--- src/sv/assert_macros.svh ---
// Assertion macros shared by the RTL of the frame decoder.
`ifndef ASSERT_MACROS_SVH
`define ASSERT_MACROS_SVH

`ifndef SYNTH

// Check that a property holds at every clock edge outside reset.
`define SFD_ASSERT(label, clk, rst_n, prop) \
    label: assert property (@(posedge clk) disable iff (!rst_n) prop) \
        else $error("sfd assertion failed");

// Check that a condition never becomes true outside reset.
`define SFD_ASSERT_NEVER(label, clk, rst_n, cond) \
    label: assert property (@(posedge clk) disable iff (!rst_n) !(cond)) \
        else $error("sfd forbidden condition seen");

`else

`define SFD_ASSERT(label, clk, rst_n, prop)
`define SFD_ASSERT_NEVER(label, clk, rst_n, cond)

`endif

`endif

--- src/sv/sfd_pkg.sv ---
// Types and constants shared by the frame decoder modules.
`default_nettype none

package sfd_pkg;

    localparam int BYTE_W     = 8;
    localparam int COUNTER_W  = 32;
    localparam int RAW_W      = 11;
    localparam int CHAN_NUM_W = 4;
    localparam int TDATA_W    = 80;
    localparam int CFG_ADDR_W = 1;

    localparam logic [CFG_ADDR_W-1:0] REG_START_MARKER = 1'd0;
    localparam logic [CFG_ADDR_W-1:0] REG_END_MARKER   = 1'd1;

    localparam logic [BYTE_W-1:0] START_MARKER_RESET = 8'd15;
    localparam logic [BYTE_W-1:0] END_MARKER_RESET   = 8'd0;

    // Verdict and counter snapshot of one finished burst.
    typedef struct packed {
        logic                 good;
        logic [COUNTER_W-1:0] seen;
        logic [COUNTER_W-1:0] lost;
    } frame_info_t;

    // Fill status of the burst queue.
    typedef struct packed {
        logic full;
        logic not_empty;
    } queue_status_t;

endpackage

`default_nettype wire

--- src/sv/sfd_front.sv ---
// Byte intake: buffer the burst, count its length, judge it at burst end.
`default_nettype none

module sfd_front
    import sfd_pkg::*;
#(
    parameter int NUM_CHANNELS = 16,
    parameter int CHANNEL_BITS = 11,
    parameter int FRAME_BYTES  = 25
)
(
    input  wire logic                                 clk,
    input  wire logic                                 rst_n,
    input  wire logic                                 s_tvalid,
    output logic                                      s_tready,
    input  wire logic [BYTE_W-1:0]                    s_tdata,    // rx_byte
    input  wire logic                                 s_tlast,    // burst_end
    input  wire logic [BYTE_W-1:0]                    start_marker,
    input  wire logic [BYTE_W-1:0]                    end_marker,
    input  wire queue_status_t                        q_status,
    output logic                                      push,
    output frame_info_t                               push_info,
    output logic [NUM_CHANNELS*CHANNEL_BITS-1:0]      push_payload
);

    localparam int PAYLOAD_BITS = NUM_CHANNELS * CHANNEL_BITS;
    localparam int STORE_BYTES  = (PAYLOAD_BITS + BYTE_W - 1) / BYTE_W;
    localparam int CNT_W        = $clog2(FRAME_BYTES + 2);

    logic [CNT_W-1:0]              count_reg, count_next, count_after;
    logic [BYTE_W-1:0]             first_reg, first_next;
    logic [STORE_BYTES*BYTE_W-1:0] store_reg, store_next;
    logic [COUNTER_W-1:0]          total_reg, total_next;
    logic [COUNTER_W-1:0]          lost_reg, lost_next;
    logic                          accept;
    logic                          good;

    assign s_tready = !q_status.full;
    assign accept   = s_tvalid && !q_status.full;

    always_comb
    begin
        count_next  = count_reg;
        first_next  = first_reg;
        store_next  = store_reg;
        total_next  = total_reg;
        lost_next   = lost_reg;
        count_after = count_reg;
        good        = 1'b0;
        push        = 1'b0;
        if (accept)
        begin
            if (count_reg == '0)
            begin
                first_next = s_tdata;
            end
            for (int i = 0; i < STORE_BYTES; i++)
            begin
                if (32'(count_reg) == 32'(i + 1))
                begin
                    store_next[i*BYTE_W +: BYTE_W] = s_tdata;
                end
            end
            // Saturate one past a full frame so long bursts stay bad.
            if (count_reg < CNT_W'(FRAME_BYTES + 1))
            begin
                count_after = count_reg + CNT_W'(1);
            end
            count_next = count_after;
            if (s_tlast)
            begin
                good = (count_after == CNT_W'(FRAME_BYTES)) &&
                       (first_reg == start_marker) && (s_tdata == end_marker);
                count_next = '0;
                total_next = total_reg + COUNTER_W'(1);
                lost_next  = lost_reg + COUNTER_W'(!good);
                push       = 1'b1;
            end
        end
    end

    assign push_info.good = good;
    assign push_info.seen = total_next;
    assign push_info.lost = lost_next;
    assign push_payload   = store_next[PAYLOAD_BITS-1:0];

    always_ff @(posedge clk or negedge rst_n)
    begin
        if (!rst_n)
        begin
            count_reg <= '0;
            first_reg <= '0;
            total_reg <= '0;
            lost_reg  <= '0;
        end
        else
        begin
            count_reg <= count_next;
            first_reg <= first_next;
            total_reg <= total_next;
            lost_reg  <= lost_next;
        end
    end

    always_ff @(posedge clk)
    begin
        store_reg <= store_next;
    end

endmodule

`default_nettype wire

--- src/sv/sfd_queue.sv ---
// Two-entry queue of judged bursts between intake and unpacking.
`default_nettype none

module sfd_queue
    import sfd_pkg::*;
#(
    parameter int PAYLOAD_BITS = 176
)
(
    input  wire logic                    clk,
    input  wire logic                    rst_n,
    input  wire logic                    push,
    input  wire frame_info_t             push_info,
    input  wire logic [PAYLOAD_BITS-1:0] push_payload,
    input  wire logic                    pop,
    output queue_status_t                status,
    output frame_info_t                  head_info,
    output logic [PAYLOAD_BITS-1:0]      head_payload
);

    localparam int DEPTH = 2;

    frame_info_t             info_mem    [DEPTH];
    logic [PAYLOAD_BITS-1:0] payload_mem [DEPTH];
    logic                    wr_ptr_reg, rd_ptr_reg;
    logic [1:0]              fill_reg;

    assign status.full      = (fill_reg == 2'(DEPTH));
    assign status.not_empty = (fill_reg != 2'd0);
    assign head_info        = info_mem[rd_ptr_reg];
    assign head_payload     = payload_mem[rd_ptr_reg];

    always_ff @(posedge clk)
    begin
        if (push)
        begin
            info_mem[wr_ptr_reg]    <= push_info;
            payload_mem[wr_ptr_reg] <= push_payload;
        end
    end

    always_ff @(posedge clk or negedge rst_n)
    begin
        if (!rst_n)
        begin
            wr_ptr_reg <= 1'b0;
            rd_ptr_reg <= 1'b0;
            fill_reg   <= 2'd0;
        end
        else
        begin
            if (push)
            begin
                wr_ptr_reg <= !wr_ptr_reg;
            end
            if (pop)
            begin
                rd_ptr_reg <= !rd_ptr_reg;
            end
            fill_reg <= fill_reg + 2'(push) - 2'(pop);
        end
    end

endmodule

`default_nettype wire

--- src/sv/sfd_back.sv ---
// Result side: unpack channels of a queued burst, one result per cycle while the receiver is ready.
`default_nettype none

module sfd_back
    import sfd_pkg::*;
#(
    parameter int NUM_CHANNELS = 16,
    parameter int CHANNEL_BITS = 11
)
(
    input  wire logic                                 clk,
    input  wire logic                                 rst_n,
    input  wire queue_status_t                        q_status,
    input  wire frame_info_t                          head_info,
    input  wire logic [NUM_CHANNELS*CHANNEL_BITS-1:0] head_payload,
    output logic                                      pop,
    output logic                                      m_tvalid,
    input  wire logic                                 m_tready,
    output logic [TDATA_W-1:0]                        m_tdata,
    output logic                                      m_tuser,
    output logic                                      m_tlast
);

    localparam int PAYLOAD_BITS = NUM_CHANNELS * CHANNEL_BITS;
    localparam int CH_W         = (NUM_CHANNELS > 1) ? $clog2(NUM_CHANNELS) : 1;

    logic                    active_reg, active_next;
    frame_info_t             info_reg, info_next;
    logic [CH_W-1:0]         ch_reg, ch_next;
    logic [PAYLOAD_BITS-1:0] shift_reg, shift_next;

    logic                    valid_reg, valid_next;
    logic [CHAN_NUM_W-1:0]   num_reg, num_next;
    logic [RAW_W-1:0]        raw_reg, raw_next;
    logic                    good_reg, good_next;
    logic                    last_reg, last_next;
    logic [COUNTER_W-1:0]    seen_reg, seen_next;
    logic [COUNTER_W-1:0]    lost_reg, lost_next;

    logic                    advance;
    logic                    is_last;

    assign advance = !valid_reg || m_tready;
    assign is_last = !info_reg.good || (ch_reg == CH_W'(NUM_CHANNELS - 1));

    always_comb
    begin
        active_next = active_reg;
        info_next   = info_reg;
        ch_next     = ch_reg;
        shift_next  = shift_reg;
        valid_next  = valid_reg;
        num_next    = num_reg;
        raw_next    = raw_reg;
        good_next   = good_reg;
        last_next   = last_reg;
        seen_next   = seen_reg;
        lost_next   = lost_reg;
        pop         = 1'b0;
        if (active_reg && advance)
        begin
            valid_next = 1'b1;
            good_next  = info_reg.good;
            last_next  = is_last;
            seen_next  = info_reg.seen;
            lost_next  = info_reg.lost;
            if (info_reg.good)
            begin
                num_next = CHAN_NUM_W'(ch_reg);
                raw_next = RAW_W'(shift_reg[CHANNEL_BITS-1:0]);
            end
            else
            begin
                num_next = '0;
                raw_next = '0;
            end
            if (is_last)
            begin
                active_next = 1'b0;
            end
            else
            begin
                ch_next    = ch_reg + CH_W'(1);
                shift_next = shift_reg >> CHANNEL_BITS;
            end
        end
        else if (advance)
        begin
            valid_next = 1'b0;
        end
        if (!active_reg && q_status.not_empty)
        begin
            pop         = 1'b1;
            active_next = 1'b1;
            info_next   = head_info;
            ch_next     = '0;
            shift_next  = head_payload;
        end
    end

    always_ff @(posedge clk or negedge rst_n)
    begin
        if (!rst_n)
        begin
            active_reg <= 1'b0;
            valid_reg  <= 1'b0;
        end
        else
        begin
            active_reg <= active_next;
            valid_reg  <= valid_next;
        end
    end

    always_ff @(posedge clk)
    begin
        info_reg  <= info_next;
        ch_reg    <= ch_next;
        shift_reg <= shift_next;
        num_reg   <= num_next;
        raw_reg   <= raw_next;
        good_reg  <= good_next;
        last_reg  <= last_next;
        seen_reg  <= seen_next;
        lost_reg  <= lost_next;
    end

    assign m_tvalid = valid_reg;
    assign m_tdata  = {1'b0, lost_reg, seen_reg, raw_reg, num_reg};
    assign m_tuser  = good_reg;
    assign m_tlast  = last_reg;

endmodule

`default_nettype wire

--- src/sv/sbus_frame_decoder_unit.sv ---
// Top level of the serial bus frame decoder.
// Receives serial-line bytes, one request per byte, with tlast marking the last byte
// before a line idle gap. A burst of exactly FRAME_BYTES bytes that opens with the
// start marker and closes with the end marker is a good frame and yields NUM_CHANNELS
// results carrying the raw CHANNEL_BITS-wide channel values, unpacked least
// significant bit first from the second byte on; any other burst yields one bad-frame
// result. Every result carries the running frame total and lost-frame count, both
// wrapping at 32 bits. The intake takes one byte per cycle; it judges a burst in the
// cycle its last byte arrives and parks it in a two-entry queue, and stops taking
// bytes only while both entries are occupied. The unpacker first loads a queued
// burst, then puts out one result per cycle from a shift register while the
// receiver is ready, and it loads the next burst only after the last result of
// the current one. Write the marker registers only while the block is idle.
`default_nettype none

`include "assert_macros.svh"

module sbus_frame_decoder_unit
    import sfd_pkg::*;
#(
    parameter int NUM_CHANNELS = 16,
    parameter int CHANNEL_BITS = 11,
    parameter int FRAME_BYTES  = 25
)
(
    input  wire logic                  clk,
    input  wire logic                  rst_n,
    // byte input
    input  wire logic                  s_tvalid,
    output logic                       s_tready,
    input  wire logic [BYTE_W-1:0]     s_tdata,   // [7:0] rx_byte
    input  wire logic                  s_tlast,   // burst_end
    // results
    output logic                       m_tvalid,
    input  wire logic                  m_tready,
    output logic [TDATA_W-1:0]         m_tdata,   // [3:0] channel_number,
                                                  // [14:4] channel_raw,
                                                  // [46:15] frames_seen,
                                                  // [78:47] frames_lost, [79] zero
    output logic                       m_tuser,   // [0] frame_good
    output logic                       m_tlast,   // last_of_frame
    // configuration writes
    input  wire logic                  cfg_we,
    input  wire logic [CFG_ADDR_W-1:0] cfg_addr,
    input  wire logic [BYTE_W-1:0]     cfg_data
);

    localparam int PAYLOAD_BITS = NUM_CHANNELS * CHANNEL_BITS;

    logic [BYTE_W-1:0]       start_marker_reg;
    logic [BYTE_W-1:0]       end_marker_reg;

    queue_status_t           q_status;
    logic                    q_push;
    logic                    q_pop;
    frame_info_t             push_info;
    frame_info_t             head_info;
    logic [PAYLOAD_BITS-1:0] push_payload;
    logic [PAYLOAD_BITS-1:0] head_payload;

    // Marker registers: write-only, taken on any cycle with the enable high.
    always_ff @(posedge clk or negedge rst_n)
    begin
        if (!rst_n)
        begin
            start_marker_reg <= START_MARKER_RESET;
            end_marker_reg   <= END_MARKER_RESET;
        end
        else if (cfg_we)
        begin
            unique case (cfg_addr)
                REG_START_MARKER: start_marker_reg <= cfg_data;
                REG_END_MARKER:   end_marker_reg   <= cfg_data;
                default:          ;
            endcase
        end
    end

    // Intake: buffer bytes, judge the burst, push the verdict and payload.
    sfd_front #(
        .NUM_CHANNELS (NUM_CHANNELS),
        .CHANNEL_BITS (CHANNEL_BITS),
        .FRAME_BYTES  (FRAME_BYTES)
    ) u_front (
        .clk          (clk),
        .rst_n        (rst_n),
        .s_tvalid     (s_tvalid),
        .s_tready     (s_tready),
        .s_tdata      (s_tdata),
        .s_tlast      (s_tlast),
        .start_marker (start_marker_reg),
        .end_marker   (end_marker_reg),
        .q_status     (q_status),
        .push         (q_push),
        .push_info    (push_info),
        .push_payload (push_payload)
    );

    // Hold up to two judged bursts so intake and unpacking stall apart.
    sfd_queue #(
        .PAYLOAD_BITS (PAYLOAD_BITS)
    ) u_queue (
        .clk          (clk),
        .rst_n        (rst_n),
        .push         (q_push),
        .push_info    (push_info),
        .push_payload (push_payload),
        .pop          (q_pop),
        .status       (q_status),
        .head_info    (head_info),
        .head_payload (head_payload)
    );

    // Unpacker: drain a queued burst into results behind an output register.
    sfd_back #(
        .NUM_CHANNELS (NUM_CHANNELS),
        .CHANNEL_BITS (CHANNEL_BITS)
    ) u_back (
        .clk          (clk),
        .rst_n        (rst_n),
        .q_status     (q_status),
        .head_info    (head_info),
        .head_payload (head_payload),
        .pop          (q_pop),
        .m_tvalid     (m_tvalid),
        .m_tready     (m_tready),
        .m_tdata      (m_tdata),
        .m_tuser      (m_tuser),
        .m_tlast      (m_tlast)
    );

    // Never push into a full queue.
    `SFD_ASSERT_NEVER(a_no_queue_overflow, clk, rst_n, q_push && q_status.full)
    // Never pop an empty queue.
    `SFD_ASSERT_NEVER(a_no_queue_underflow, clk, rst_n, q_pop && !q_status.not_empty)
    // A good frame ends on its highest channel.
    `SFD_ASSERT(a_good_last_channel, clk, rst_n,
        (m_tvalid && m_tuser && m_tlast) |->
            (m_tdata[3:0] == CHAN_NUM_W'(NUM_CHANNELS - 1)))
    // A bad-frame report is a single result with zero channel fields.
    `SFD_ASSERT(a_bad_report_form, clk, rst_n,
        (m_tvalid && !m_tuser) |-> (m_tlast && (m_tdata[14:0] == 15'd0)))

endmodule

`default_nettype wire

--- config.mk ---
export PLATFORM = sky130hd
export DESIGN_NAME = sbus_frame_decoder_unit
export DESIGN_NICKNAME = d
export VERILOG_FILES = /design/src/sv/sfd_pkg.sv /design/src/sv/sfd_front.sv /design/src/sv/sfd_queue.sv /design/src/sv/sfd_back.sv /design/src/sv/sbus_frame_decoder_unit.sv
export VERILOG_INCLUDE_DIRS = /design/src /design/src/sv
export SDC_FILE = /design/constraint.sdc
export NUM_CORES = 1
export LEC_CHECK = 0
export ABC_AREA = 1
export BUFFER_PORTS_ARGS = -buffer_cell sky130_fd_sc_hd__buf_2
export CORE_MARGIN = 2
export CORE_UTILIZATION = 40
export DETAILED_ROUTE_END_ITERATION = 16
export PLACE_DENSITY = 0.53
export SLEW_MARGIN = 10
export SYNTH_ARGS = -nofsm -noshare
export SYNTH_HDL_FRONTEND = slang
export SYNTH_SLANG_ARGS = --single-unit
--- constraint.sdc ---
create_clock -name clk -period 15.9 [get_ports clk]
set_clock_uncertainty 0.15 [all_clocks]
set_input_delay 1.59 -clock clk [delete_from_list [all_inputs] [get_ports clk]]
set_output_delay 1.59 -clock clk [all_outputs]
set_load 0.005 [all_outputs]
==> flow_summary.toml, run 1 <==
[global_routing]
grt_overflow = 0
grt_max_degree = 146
antenna_found_initial = 0
gr-usage-met3_pct = 2.53
grt_pass1_wl_um = 134000
grt.met2_usage_pct = 27.5
grt-busiest-layer = "met2"
grt_usage_pct = 17.1
grt_pass1_vias = 22000
use_met1_pct = 24.3

[timing]
max_freq_mhz = 222
maxSlewHeadroom_pct = 26.3
fin_ws_ns = 11.41
layout_worst_path_cycle_share_pct = 28.3
hold_violations = 0
setup_tns_ns = 0
slew_violations = 0
rsz0062_at_grt = "no"
worstMarginPinSlew_ns = 1.10
fin_hold_ws_ns = 0.267
setup_viol = 0
period_needed_ns = 4.50

[die]
die-area_um2 = 102000
rows = 115
fp.dieH_um = 319
ios = 107
coreArea_um2 = 98600
start_util_pct = 40.4
die_w_um = 319

[synth]
syn-num-nets = 3217
synth_ff_type = "edfxtp_1"
ys_seq_elements = 1083
synth_edf_count = 804
synth_cell_type_count = 42
ys.warnings.count = 0
netlist_instances = 3183
async_flop_share_pct = 9.14
syn-cell-area_um2 = 39800
ys_seq_area_share_pct = 75.9
synth.avg_cell_area_um2 = 12.5

[cells_and_area]
diodes = 0
num-nets-final = 3323
utilization_pct = 45.9
multi_input_area_um2 = 8210
fill_cells = 8839
layout.cells.most_common = "nand2_1"
mostFrequentLayoutCells = "953 x nand2_1, 804 x edfxtp_1, 236 x nor2_1"
final_area_um2 = 45200
largest_reg_flops = 352
syn_to_final_growth_pct = 13.6
seqCellArea_um2 = 30200
drive_above_1_share_pct = 10.2
final_cells = 4673

[routing]
avgRoutedWirePerCell_um = 18.7
dr.pass1.iters = 6
drt-vias-per-instance = 4.84
antenna_left = 0
drc_errors = 0
first_iter_violations = 1599
num_vias = 22600
wl_um = 87200

[clock_tree]
cts_buffers = 110
htreeDepth = 3
clockBufferDepth = 3
ctsResizeCount = 0
cts-root-buf = "clkbuf_16"
tritoncts = "done"
cts_sinks = 1083
clock_latency_ns = 0.70
hold_buffers = 0
post_cts_buffers = 0
path_clk_slew_ns = 0.06

[critical_path]
slowest_delay_ns = 0.88
r2r-start = "u_queue.fill_reg[1]$_DFF_PN0_"
startpoint_type = "input port"
cp_data_required_time_ns = 16.04
critPathCaptureType = "flop"
critical_path_class = "in -> reg"
reg2reg_slack_ns = 11.87
r2r_cells = 6
crit_arrival_ns = 4.64
r2r-end = "u_queue.payload_mem[0][78]$_DFFE_PP_"
path_buf_inv = 4
critPathMaxFanout = 144
cp_num_cells = 6
crit_family = "buffers and inverters"
path_cells = "buf_2, nand3_2, buf_4, nor2_4, buf_12, buf_4"
crit_path_top_delay_cell = "buf_4"
cp_common_cell = "buf_4"

[placement]
hpwlAfterDp_um = 48300
placedCellCount = 4464
portBuffers = 105
dp_slack_ns = 10.52
postPlaceCellArea_um2 = 41600
globalplace.congestion = 0.768

[pwr]
p_per_area_nw_per_um2 = 193
total_power_mw = 8.72
ir_drop_uv = 117
p_leak_nw = 17.2

[flow_run]
drv_cap = 0

[min_path]
holdPathStages = 0
worstHoldStart = "u_back.info_reg[20]$_DFFE_PP_"
min_to = "u_back.lost_reg[20]$_DFFE_PP_"
holdCritPathClass = "reg -> reg"

[status]
status = "finished, final reports clean"
-- layer usage --
metal  wire length (um)  part of all wire (%)
met5                  0                     0
met4               1560                   1.8
met3               3610                   4.1
met2              40700                    47
met1              41300                    47
-- cells by family (layout without fill, tap and decap cells) --
logic type,after synthesis,in the layout,share of synthesized area [%]
other cells,1,1,0.00942
simple gates,1303,1303,13.3
fa+ha+maj,11,11,0.346
buf+inv,338,541,3.49
compound gates,384,384,5.53
flops,1083,1083,75.9
xor+xnor,63,63,1.39
-- how the worst max path moves through the flow --
stage | start | endpoint | slack [ns]
after floorplan | s_tvalid | u_queue.info_mem[0][0]$_DFFE_PP_ | 2.94
after global placement | s_tvalid | u_queue.info_mem[1][19]$_DFFE_PP_ | 10.56
after detailed placement | s_tvalid | u_queue.payload_mem[1][92]$_DFFE_PP_ | 10.52
after CTS | s_tvalid | u_queue.payload_mem[1][92]$_DFFE_PP_ | 11.24
after global routing | s_tvalid | u_queue.payload_mem[1][92]$_DFFE_PP_ | 11.16
final | s_tvalid | u_queue.payload_mem[0][78]$_DFFE_PP_ | 11.41
-- final cells by class --
type,instances,area share [%]
flip-flops and latches,1083,66.9
clock inverters,60,1.35
well taps,1287,3.56
repair buffers,132,1.70
inverters,200,1.71
multi-input cells,1762,18.2
clock buffers,149,6.66
-- synthesized netlist by cell type (9+ instances only) --
library cell  number  area share, %
nand2_1          954            9.0
edfxtp_1         804             61
nor2_1           238            2.2
inv_1            193            1.8
o21ai_0          186            2.3
dfxtp_1          180            9.1
a31oi_1          165            2.6
dfrtp_1           95            6.0
clkbuf_1          91           0.86
xor2_1            43           0.95
nand3_1           36           0.45
buf_2             35           0.44
nor3_1            25           0.31
xnor2_1           20           0.44
nand4_1           17           0.27
ha_1              11           0.35
o21ai_1           10           0.13
o21a_1             9           0.17
-- power by group --
group          internal (mW)  switching [mW]
logic                  0.470            1.30
clock network           1.48            1.08
registers               4.13           0.271
total                   6.07            2.65
No activity file was read; power rests on OpenSTA's default activity.
==> run 2, diff against run 1 <==
Clock period 15.9 ns to 4.35 ns, I/O delays scaled along.
==> flow_summary.toml, run 2 (same netlist as run 1, synthesis figures left out) <==
[global_routing]
antenna_found_initial = 0
grt_pass1_wl_um = 134000
grt_pass1_vias = 22700
grt_overflow = 0
grt_max_degree = 119
grt_usage_pct = 17.0

[routing]
num_vias = 22800
drt-vias-per-instance = 4.83
avgRoutedWirePerCell_um = 18.3
dr.pass1.iters = 7
first_iter_violations = 1564
drc_errors = 0
wl_um = 86500
antenna_left = 0

[critical_path]
r2r-end = "u_queue.info_mem[0][23]$_DFFE_PP_"
path_buf_inv = 3
critical_path_class = "reg -> reg"
slowest_delay_ns = 0.45
critPathCaptureType = "flop"
critPathMaxFanout = 6
path_cells = "ha_1, inv_1, nor2_1, ha_1, nand2_2, nand3_1, nor2_1, nand3_2, ha_1, inv_1, nor2_1, nand2_1, nor2_1, inv_1, nor2_1, nand3_1, nand2_1, nand2_1"
crit_path_top_delay_cell = "dfrtp_1"
cp_data_required_time_ns = 4.62
startpoint_type = "flop"
crit_end = "u_queue.info_mem[0][23]$_DFFE_PP_"
r2r-start = "u_front.count_reg[1]$_DFFE_PN0P_"
crit_arrival_ns = 3.64
reg2reg_slack_ns = 0.98
cp_common_cell = "nor2_1"
r2r_cells = 18
startpoint = "u_front.count_reg[1]$_DFFE_PN0P_"
cp_num_cells = 18
crit_family = "simple AND/OR/NAND/NOR gates"

[status]
status = "finished, final reports clean"

[die]
coreArea_um2 = 98600
die_w_um = 319
start_util_pct = 40.4
die-area_um2 = 102000
fp.dieH_um = 319
ios = 107
rows = 115

[clock_tree]
clock_latency_ns = 0.69
cts_buffers = 113
ctsResizeCount = 0
htreeDepth = 3
cts_sinks = 1083
tritoncts = "done"
clockBufferDepth = 3
path_clk_slew_ns = 0.06
cts-root-buf = "clkbuf_16"
hold_buffers = 17
post_cts_buffers = 0

[cells_and_area]
diodes = 0
syn_to_final_growth_pct = 15.3
mostFrequentLayoutCells = "953 x nand2_1, 804 x edfxtp_1, 236 x nor2_1"
num-nets-final = 3369
final_area_um2 = 45900
largest_reg_flops = 352
final_cells = 4723
drive_above_1_share_pct = 11.4
fill_cells = 8776
layout.cells.most_common = "nand2_1"

[timing]
slew_violations = 0
hold_violations = 0
max_freq_mhz = 297
setup_viol = 0
period_needed_ns = 3.37
maxSlewHeadroom_pct = 31.1
layout_worst_path_cycle_share_pct = 77.4
rsz0062_at_grt = "no"
worstMarginPinSlew_ns = 1.03

[placement]
placedCellCount = 4490
hpwlAfterDp_um = 49000
portBuffers = 105
postPlaceCellArea_um2 = 41900
globalplace.congestion = 0.805

[min_path]
holdPathStages = 3
holdCritPathClass = "in -> reg"

[pwr]
clkPwrFrac_pct = 30.2
p_comb_share_pct = 20.5
pwr-share-seq_pct = 49.3
switchingPower_mw = 9.64
ir_drop_uv = 553
p_leak_nw = 17.6
p_per_area_nw_per_um2 = 705
switching_share_pct = 29.8
internal-power_mw = 22.7

[flow_run]
drv_cap = 0
run 2: cell count changes in the layout (fill, tap and decap cells not counted), sizes merged:
cell         change
bufinv           +3
buf             +26
clkbuf           +9
inv              +3
clkinvlp         +4
clkinv          -12
dlygate4sd3     +17
run 2: metrics by stage:
step                setup TNS [ns]  worst slack (ns)  hold WS, ns  utilization [%]  power, mW
global placement                 0              1.01        0.251             42.5       22.8
global route                     0             0.674       0.0465             46.6       34.1
detailed placement               0             0.957        0.255             42.5       22.9
CTS                              0             0.953     0.000907             46.6       32.8
floorplan                  -275.35            -0.578      -0.0106                -       20.3
finish                           0             0.983       0.0406             46.6       32.4
run 2: cell type report:
class / instances / area, um^2 / share of cell area (%)
clock buffers: 158 / 3170 / 6.90
clock inverters: 58 / 644 / 1.40
inverters: 200 / 774 / 1.69
multi-input cells: 1762 / 8230 / 17.9
flip-flops and latches: 1083 / 30200 / 65.9
well taps: 1287 / 1610 / 3.51
repair buffers: 175 / 1250 / 2.71
run 2: worst min path at each step:
stage                                             start                               end  slack, ns
final                                        s_tdata[5]  u_front.first_reg[5]$_DFFE_PN0P_       0.04
after global routing                         s_tdata[5]  u_front.first_reg[5]$_DFFE_PN0P_       0.05
after CTS                                    s_tdata[5]  u_front.first_reg[5]$_DFFE_PN0P_     0.0009
after detailed placement  u_back.info_reg[53]$_DFFE_PP_     u_back.seen_reg[21]$_DFFE_PP_       0.25
after global placement    u_back.info_reg[48]$_DFFE_PP_     u_back.seen_reg[16]$_DFFE_PP_       0.25
after floorplan                                   rst_n     end_marker_reg[0]$_DFFE_PN0P_      -0.01
run 2: tightest hold or removal path, stage by stage:
cell and delay (ns):
buf_2 0.20, nand2_1 0.10, o21ai_0 0.08
run 2: power by group through the flow:
stage	Combinational (mW)	Sequential, mW	Clock, mW
6_report	6.63	16.0	9.79
5_1_grt	7.53	16.2	10.4
4_1_cts	6.81	16.0	10.0
3_5_place_dp	6.77	16.1	0
3_3_place_gp	6.68	16.1	0
2_1_floorplan	4.28	16.0	0
run 2: layer usage:
| layer | track usage [%] | routed length, um |
|---|---|---|
| met1 | 22.8 | 39700 |
| met2 | 29.1 | 42000 |
| met5 | 0 | 0 |
| met4 | 4.01 | 1470 |
| met3 | 2.75 | 3310 |
==> run 3, diff against run 2 <==
Settings changed: ABC_AREA 1 to 0.
Clock period 4.35 ns to 3.47 ns, I/O delays scaled along.
==> flow_summary.toml, run 3 <==
[critical_path]
r2r_cells = 15
reg2reg_slack_ns = 0.14
crit_path_top_delay_cell = "dfrtp_1"
cp_data_required_time_ns = 3.73
r2r-end = "u_queue.info_mem[0][30]$_DFFE_PP_"
crit_arrival_ns = 3.59
path_cells = "buf_4, inv_1, ha_4, nor3_1, a31oi_1, o32ai_1, o211ai_1, or2_4, ha_2, ha_2, nand3_2, nor3_4, nand3_2, nor3_1, xnor2_1"
slowest_delay_ns = 0.39
r2r-start = "u_front.count_reg[1]$_DFFE_PN0P_"
critPathMaxFanout = 7
startpoint_type = "flop"
critical_path_class = "reg -> reg"
critPathCaptureType = "flop"

[timing]
max_freq_mhz = 300
layout_worst_path_cycle_share_pct = 96.1
rsz0062_at_grt = "yes"
slew_violations = 0
maxSlewHeadroom_pct = 28.0
fin_hold_ws_ns = 0.0725
fin_ws_ns = 0.136
hold_violations = 0
period_needed_ns = 3.33
setup_viol = 0
worstMarginPinSlew_ns = 1.08

[synth]
netlist_instances = 2303
ys.warnings.count = 0
synth_area_leaders = "edfxtp_1 62%, dfxtp_1 9.2%, mux2_2 7.6%"
yosys.area.top_type = "edfxtp_1"
synth_ff_type = "edfxtp_1"
ys_top_cells_by_count = "804 x edfxtp_1, 264 x mux2_2, 199 x nand2_1"
synth.most_common_cell = "edfxtp_1"
synth_edf_count = 804
synth_cell_type_count = 51
ys_seq_elements = 1083
syn-num-nets = 2337
syn-cell-area_um2 = 39300
ys_seq_area_share_pct = 77.0
yosys.area.top_type_share_pct = 61.5
async_flop_share_pct = 9.14
synth.avg_cell_area_um2 = 17.0

[cells_and_area]
fill_cells = 8406
mostFrequentLayoutCells = "804 x edfxtp_1, 264 x mux2_2, 197 x nand2_1"
utilization_pct = 46.9
num-nets-final = 2524
layout.cells.most_common = "edfxtp_1"
drive_above_1_share_pct = 25.1
syn_to_final_growth_pct = 16.0
largest_reg_flops = 352

[global_routing]
grt_pass1_wl_um = 118000
grt_overflow = 0
grt_pass1_vias = 20000
antenna_found_initial = 8
grt_usage_pct = 15.5
grt_max_degree = 83

[routing]
dr.pass1.iters = 5
drc_errors = 0
avgRoutedWirePerCell_um = 20.1
drt-vias-per-instance = 4.98
first_iter_violations = 1301
antenna_left = 0
num_vias = 19200
wl_um = 77600

[clock_tree]
tritoncts = "done"
path_clk_slew_ns = 0.06
cts_buffers = 110
clock_latency_ns = 0.68
htreeDepth = 3
cts_sinks = 1083
cts-root-buf = "clkbuf_16"
clockBufferDepth = 3

[placement]
portBuffers = 105
hpwlAfterDp_um = 44300
globalplace.congestion = 0.743
dp_slack_ns = -0.0818

[die]
rows = 114
ios = 107
fp.dieH_um = 317
start_util_pct = 40.5
die_w_um = 317
die-area_um2 = 101000
coreArea_um2 = 97000

[min_path]
worstHoldStart = "s_tdata[5]"
holdCritPathClass = "in -> reg"
holdPathStages = 5
min_to = "u_queue.info_mem[1][64]$_DFFE_PP_"

[status]
status = "finished, final reports clean"

[flow_run]
drv_cap = 0

[pwr]
total_power_mw = 39.0
p_leak_nw = 17.2
ir_drop_uv = 489
p_per_area_nw_per_um2 = 857
run 3: cell types whose count changed in the layout (fill, tap and decap cells not counted), sizes merged, moves of 11 or more:
cell    before  now
inv        205   14
and2         0   24
clkbuf     158  169
nand2      968  212
and3         0   15
o21ai      205  168
nor2       243   35
mux2i        0  177
xnor2       20   46
mux2         0  268
a31oi      165    3
run 3: timing repair:
item                                    4_1_cts  5_1_grt
gates resized for setup                       1       22
setup buffers                                 1        1
endpoints found under the setup margin       16       66
endpoints found under the hold margin        80        0
pin swaps                                     4       14
hold buffers                                 12        0
run 3: routing by layer:
| metal | wire length, um | part of all wire (%) | global-route usage, % |
|---|---|---|---|
| met5 | 39 | 0.050 | 0 |
| met4 | 1870 | 2.4 | 4.58 |
| met1 | 35100 | 45 | 20.4 |
| met3 | 3300 | 4.2 | 3.05 |
| met2 | 37300 | 48 | 25.9 |
run 3: worst max path at each step:
stage                                                 from  slack [ns]                           endpoint  cells past startpoint
after global placement    u_front.count_reg[0]$_DFFE_PN0P_       -0.06  u_queue.info_mem[0][22]$_DFFE_PP_                     14
final                     u_front.count_reg[1]$_DFFE_PN0P_        0.14  u_queue.info_mem[0][30]$_DFFE_PP_                     15
after global routing      u_front.count_reg[0]$_DFFE_PN0P_       -0.04  u_queue.info_mem[1][19]$_DFFE_PP_                     14
after floorplan              u_queue.fill_reg[1]$_DFF_PN0_       -3.52   u_queue.info_mem[0][0]$_DFFE_PP_                      3
after CTS                 u_front.count_reg[1]$_DFFE_PN0P_      0.0009  u_queue.info_mem[0][26]$_DFFE_PP_                     14
after detailed placement  u_front.count_reg[1]$_DFFE_PN0P_       -0.08  u_queue.info_mem[0][22]$_DFFE_PP_                     14
run 3: cell type report:
| class | count | area, um^2 | share of cell area [%] |
|---|---|---|---|
| flip-flops and latches | 1083 | 30200 | 66.4 |
| multi-input cells | 1107 | 8670 | 19.0 |
| clock buffers | 169 | 3250 | 7.13 |
| well taps | 1276 | 1600 | 3.51 |
| repair buffers | 175 | 1370 | 3.00 |
| clock inverters | 38 | 349 | 0.767 |
| inverters | 13 | 52.6 | 0.115 |
| diodes | 1 | 2.50 | 0.00550 |
run 3: logic make-up (layout without fill, tap and decap cells):
family                     count (synthesis)  after routing  synth area share [%]
and+or+nand+nor                          387            387                  4.98
DFF                                     1083           1083                  77.0
other                                      1              2               0.00955
muxes                                    445            445                  12.2
adders and majority gates                 11             11                 0.351
buffers and inverters                    113            395                  1.26
AOI/OAI and AO/OA                        180            180                  2.34
xor gates and xnor gates                  83             83                  1.85
run 3: worst max-delay path, delay by kind of cell, from the launching register on:
kind            cells  cell delay [ns]
compound gates      3             0.44
fa+ha+maj           3             0.65
flops               1             0.39
xor+xnor            1             0.17
buf+inv             2             0.24
simple gates        6             1.03
run 3: where the power goes:
group | switching (mW) | internal, mW | total [mW]
logic | 5.10 | 2.94 | 8.04
clock network | 4.78 | 6.67 | 11.5
registers | 0.990 | 18.5 | 19.5
total | 10.9 | 28.1 | 39.0
run 3: metrics by stage:
| step | TNS [ns] | instances | instance area, um^2 |
|---|---|---|---|
| floorplan | -1122.62 | 2303 | 39300 |
| global placement | -0.368 | 3640 | 41700 |
| detailed placement | -0.734 | 3640 | 41700 |
| CTS | 0 | 3860 | 45400 |
| global route | -0.123 | 3861 | 45500 |
| finish | 0 | 3862 | 45500 |
